## src/sv/lzss_pkg.sv

```systemverilog
package lzss_pkg;

   // History ring and token geometry
   localparam int HISTORY_DEPTH     = 4096;
   localparam int LENGTH_BITS       = 4;
   localparam int INDEX_BITS        = 12;
   localparam int ADDR_BITS         = $clog2(HISTORY_DEPTH);
   localparam int MAX_COPY          = (1 << LENGTH_BITS) - 1;
   localparam int LIT_TOKEN_BITS    = 9;
   localparam int TOKEN_BITS        = 1 + INDEX_BITS + LENGTH_BITS;
   localparam int CNT_BITS          = $clog2(TOKEN_BITS + 1);
   localparam int PIDX_BITS         = $clog2(TOKEN_BITS);
   localparam int WIDE_BITS         = ((INDEX_BITS > ADDR_BITS) ? INDEX_BITS : ADDR_BITS) + 1;

   // Sequencer states
   typedef enum logic [2:0] {
      ST_IDLE,
      ST_PARSE,
      ST_LIT,
      ST_REDUCE,
      ST_READ,
      ST_CAPT,
      ST_APPEND,
      ST_FINISH
   } fsm_state_type;

   // Sequencer to bit parser
   typedef struct packed {
      logic       load;
      logic       clear;
      logic [7:0] packed_byte;
   } par_ctl_type;

   // Bit parser to sequencer
   typedef struct packed {
      logic                   busy;
      logic                   tok_valid;
      logic                   tok_is_lit;
      logic [7:0]             tok_lit;
      logic [INDEX_BITS-1:0]  tok_index;
      logic [LENGTH_BITS-1:0] tok_len;
   } par_stat_type;

   // Sequencer to history ring
   typedef struct packed {
      logic                 rd_en;
      logic [ADDR_BITS-1:0] rd_addr;
      logic                 wr_en;
      logic [7:0]           wr_data;
      logic                 clear;
   } hist_ctl_type;

endpackage

```

## src/sv/lzss_bitpar.sv

```systemverilog
module lzss_bitpar (
   input  logic                  clock,
   input  logic                  reset,
   input  lzss_pkg::par_ctl_type ctl,
   output lzss_pkg::par_stat_type stat
);

   logic [7:0]                          sh_ff;
   logic [2:0]                          bits_ff;
   logic                                run_ff;
   logic [lzss_pkg::TOKEN_BITS-1:0]     pend_ff;
   logic [lzss_pkg::CNT_BITS-1:0]       pcnt_ff;
   logic                                tokv_ff;
   logic                                islit_ff;
   logic [7:0]                          lit_ff;
   logic [lzss_pkg::INDEX_BITS-1:0]     index_ff;
   logic [lzss_pkg::LENGTH_BITS-1:0]    len_ff;

   logic [lzss_pkg::TOKEN_BITS-1:0]     pend_in;
   logic [lzss_pkg::CNT_BITS-1:0]       pcnt_in;
   logic                                flag;
   logic                                lit_hit;
   logic                                cp_hit;

   // One bit shifted into the token per cycle while the parser runs; flag is the token's first bit
   always_comb begin
      pend_in = {pend_ff[lzss_pkg::TOKEN_BITS-2:0], sh_ff[7]};
      pcnt_in = pcnt_ff + 1'b1;
      flag    = pend_in[pcnt_ff[lzss_pkg::PIDX_BITS-1:0]];
      lit_hit = flag  && (pcnt_in == lzss_pkg::CNT_BITS'(lzss_pkg::LIT_TOKEN_BITS));
      cp_hit  = !flag && (pcnt_in == lzss_pkg::CNT_BITS'(lzss_pkg::TOKEN_BITS));
   end

   // Control and pending-token state
   always_ff @(posedge clock) begin
      if (reset) begin
         run_ff  <= 1'b0;
         bits_ff <= '0;
         pend_ff <= '0;
         pcnt_ff <= '0;
         tokv_ff <= 1'b0;
      end else if (ctl.clear) begin
         pend_ff <= '0;
         pcnt_ff <= '0;
      end else if (ctl.load) begin
         run_ff  <= 1'b1;
         bits_ff <= '0;
         tokv_ff <= 1'b0;
      end else if (run_ff) begin
         bits_ff <= bits_ff + 1'b1;
         run_ff  <= (bits_ff != 3'd7);
         if (lit_hit || cp_hit) begin
            tokv_ff <= 1'b1;
            pend_ff <= '0;
            pcnt_ff <= '0;
         end else begin
            pend_ff <= pend_in;
            pcnt_ff <= pcnt_in;
         end
      end
   end

   // Byte shifter and captured token fields
   always_ff @(posedge clock) begin
      if (ctl.load) begin
         sh_ff <= ctl.packed_byte;
      end else if (run_ff) begin
         sh_ff <= {sh_ff[6:0], 1'b0};
         if (lit_hit) begin
            islit_ff <= 1'b1;
            lit_ff   <= pend_in[7:0];
         end else if (cp_hit) begin
            islit_ff <= 1'b0;
            index_ff <= pend_in[lzss_pkg::TOKEN_BITS-2:lzss_pkg::LENGTH_BITS];
            len_ff   <= pend_in[lzss_pkg::LENGTH_BITS-1:0];
         end
      end
   end

   assign stat.busy       = run_ff;
   assign stat.tok_valid  = tokv_ff;
   assign stat.tok_is_lit = islit_ff;
   assign stat.tok_lit    = lit_ff;
   assign stat.tok_index  = index_ff;
   assign stat.tok_len    = len_ff;

endmodule

```

## config.mk

```make
export PLATFORM = sky130hd
export DESIGN_NAME = lzss_bitpar
export DESIGN_NICKNAME = d
export VERILOG_FILES = /design/src/sv/lzss_pkg.sv /design/src/sv/lzss_bitpar.sv
export SDC_FILE = /design/constraint.sdc
export NUM_CORES = 1
export LEC_CHECK = 0
export BUFFER_PORTS_ARGS = -buffer_cell sky130_fd_sc_hd__buf_2
export CORE_MARGIN = 2
export CORE_UTILIZATION = 35
export DETAILED_ROUTE_END_ITERATION = 7
export GPL_TIMING_DRIVEN = 0
export PLACE_DENSITY = 0.66
export SLEW_MARGIN = 20
export SYNTH_ARGS = -nofsm -noshare
export SYNTH_HDL_FRONTEND = slang
export SYNTH_SLANG_ARGS = --single-unit
export TNS_END_PERCENT = 50
```

## constraint.sdc

```tcl
create_clock -name clock -period 2.58 [get_ports clock]
set_input_delay 0.258 -clock clock [delete_from_list [all_inputs] [get_ports clock]]
set_output_delay 0.258 -clock clock [all_outputs]
set_load 0.02 [all_outputs]
```

==> results_dict.tcl <==
set metrics [dict create \
    tritoncts_num_sinks 59 \
    netlist_area_um2 2510 \
    post_route_cell_area_um2 3030 \
    power_per_cell_area_nw_per_um2 612 \
    numPortBuffers 38 \
    rr_worst_depth 9 \
    layout-drive-gt1-share 0.277 \
    dr_total_vias 1845 \
    ir_worst_vdd_mv 0.312 \
    post_synth_main_area_contributors "edfxtp_1 (39%), dfxtp_1 (21%), a21oi_1 (4.2%)" \
    worstSetupEndpoint "index_ff[0]" \
    crit-reg2reg-launch "pcnt_ff[0]" \
    grt_max_degree 11 \
    first_global_vias 1718 \
    synth-seq-area-share 0.602 \
    synth_seq_cells 59 \
    worst_setup_path_startpoint "pcnt_ff[0]" \
    cellLeakagePower_nw 1.11 \
    cts_hold_buf 0 \
    root_buffer "clkbuf_8" \
    slew_headroom 0.546 \
    ys.flop_type "edfxtp_1" \
    core_region_area_um2 6870 \
    drt_iter0_drc 137 \
    run_status "complete, no violations" \
    xor_xnor_fraction_of_synth_area 0.00698 \
    hold_path_cell_cnt 2 \
    cts-htree-levels 3 \
    max_slew.worst_pin.slew_ns 0.678 \
    async_s_r_ff_share_synth 0 \
    postSynthNetCount 237 \
    antenna_found_initial 0 \
    areaGrowthSynthToFinish_pct 20.7 \
    number_of_flops_mapped_to_enable_cells_by_yosys 33 \
    tritoncts_buffer_count 9 \
    postRouteAntennaNets 0 \
    post-route-drc-count 0 \
    synth_largest_type_area_fraction 0.395 \
    min_period_over_period 0.943 \
    synth_top_family_by_area "simple AND/OR/NAND/NOR gates" \
    rr_endpoint "index_ff[0]" \
    drt_via_density 4.93 \
    pin_count 39 \
    cts_buffer_depth 2 \
    insertedDiodeCount 0 \
    synth_compound_area_frac 0.0962 \
    cts.clk_slew.worst_paths_ns 0.06 \
    grtUsageMet3 0.0466 \
    design.final.nets 289 \
    endpoint_kind "flip-flop" \
    place_congestion 0.910 \
    post_synth.cell_area_avg_um2 11.4 \
    final_max_slew_viol_count 0 \
    timing.fmax_mhz 411 \
    die_height_um 88.7 \
    insertion_delay_ns 0.33 \
    fin_worst_skew_ns 0.00744 \
    met2_resource_use_gr 0.213 \
    post_synth_inst_count 221 \
    grt_overflow_total 0 \
    post_drt_wl_per_cell_um 13.3 \
    mux_cell_area_share_after_synthesis 0.0673 \
    hold_path_class "input port to flip-flop" \
    synth_most_common_cell "edfxtp_1" \
    finalSetupViolCount 0 \
    synth_commonest_cells "edfxtp_1 (33), dfxtp_1 (26), nand2_1 (25)" \
    power_w 0.00186 \
    arrival_ns 2.47 \
    place_hpwl_mm 3.37 \
    yosys.area_share.adder 0.0199 \
    setup_repair_after_global_routing_missed_its_margin "false" \
    setup.worst_path.class "flip-flop to flip-flop" \
    globalRoute.busiestLayer "met2" \
    yosys_warnings 0 \
    drt_wl_total_mm 4.96 \
    max-cap-violations 0 \
    detailedRoute.firstPassIterationCount 4 \
    die-area_um2 7860 \
    post_dp_cell_area_um2 2820 \
    grt.met1_usage 0.158 \
    timing_hold_violations_final 0 \
    critPathMaxFanout 10 \
    synthSimpleGateAreaFrac 0.158 \
    synth.largest_area_cell "edfxtp_1" \
    grtUsageTotal 0.133 \
    initial_utilization 0.365 \
    worst-endpoint-required_ns 2.62 \
    ff2ff_setup_slack_ns 0.15 \
    count_of_cell_types_in_the_netlist 39 \
    clock_tree_from_tritoncts "done" \
    floorplan.rows 30 \
    grt_first_pass_wirelength_mm 7.82 \
    finalCriticalPeriod_ns 2.43 \
    timing.critical_path.from_type "flip-flop" \
    fp.dieW_um 88.7 \
]
sequential cells by signal, summed over array words and instances (netlist names):
register	flops
bits_ff	3
index_ff	12
islit_ff	1
len_ff	4
lit_ff	8
pcnt_ff	5
pend_ff	16
run_ff	1
sh_ff	8
tokv_ff	1
cells by family (layout without fill, tap and decap cells):
family / after synthesis / count (layout)
XOR/XNOR: 2 / 2
multiplexers: 16 / 16
buffers and inverters: 23 / 80
AND/OR/NAND/NOR: 79 / 79
AO/OA/AOI/OAI: 38 / 38
adder cells (fa/ha/maj): 4 / 4
flip-flops: 59 / 59
worst min path at each step:
| stage | end | slack, ns | start |
|---|---|---|---|
| floorplan | run_ff | 0.33 | reset |
| global placement | pend_ff[15] | 0.45 | pend_ff[15] |
| detailed placement | pend_ff[15] | 0.47 | pend_ff[15] |
| CTS | bits_ff[2] | 0.16 | reset |
| global route | run_ff | 0.17 | reset |
| finish | bits_ff[0] | 0.17 | reset |
metal layers:
metal | wire length (um) | vias up | share of wire
met3 | 249 | 8 | 0.050
met1 | 2190 | 868 | 0.44
met4 | 94 | 0 | 0.019
met2 | 2420 | 53 | 0.49
met5 | 0 | - | 0
li1 | - | 916 | -
through the flow:
step / util / TNS (ns) / worst slack [ns] / hold WS [ns] / cells
floorplan: - / 0 / 0.0303 / 0.327 / 221
CTS: 0.441 / 0 / 0.182 / 0.164 / 374
detailed placement: 0.411 / -4.36 / -0.273 / 0.467 / 355
global placement: 0.411 / -8.67 / -0.543 / 0.448 / 355
finish: 0.441 / 0 / 0.147 / 0.170 / 374
global route: 0.441 / 0 / 0.0116 / 0.173 / 374
power by group:
part           internal, W  switching (W)   total, W
combinational    0.0000288      0.0000407  0.0000695
sequential         0.00100     0.00000825    0.00101
clock             0.000443       0.000331   0.000774
total              0.00148       0.000380    0.00186
worst max-delay path: stages (launching register included):
cell      delay [ns]
dfxtp_1         0.46
buf_6           0.21
mux2i_1         0.22
a22oi_1         0.10
a31oi_1         0.28
o211ai_1        0.16
buf_4           0.21
buf_4           0.18
nor2_4          0.13
buf_4           0.18
layout make-up:
type	count	area (um2)
buffer	16	97.6
clock buffer	13	139
clock inverter	3	38.8
fill	665	3840
inverter	7	26.3
multi-input combinational	139	885
sequential	59	1510
tap	96	120
timing repair buffer	41	213
cell usage in the layout (no fill, tap or decap), drive strengths merged, types with 2 or more instances in the layout:
cell type  count
buf           51
edfxtp        33
dfxtp         26
nand2         25
a21oi         21
clkbuf        19
nand4         16
nor2          16
mux2i          9
inv            7
mux2           7
a22oi          4
ha             4
nand3          3
and2           3
or2            2
nor2b          2
a31oi          2
and3           2
nor3           2
nand2b         2
xor2           2
nor4           2
o21ai          2
a32o           2
a211oi         2
clkinv         2
timing repair:
action                                  CTS  global route
buffers inserted                          3             0
endpoints found under the setup margin   24             0
resized for setup                         2             0
Note: power is estimated with default switching activity, not from simulation.
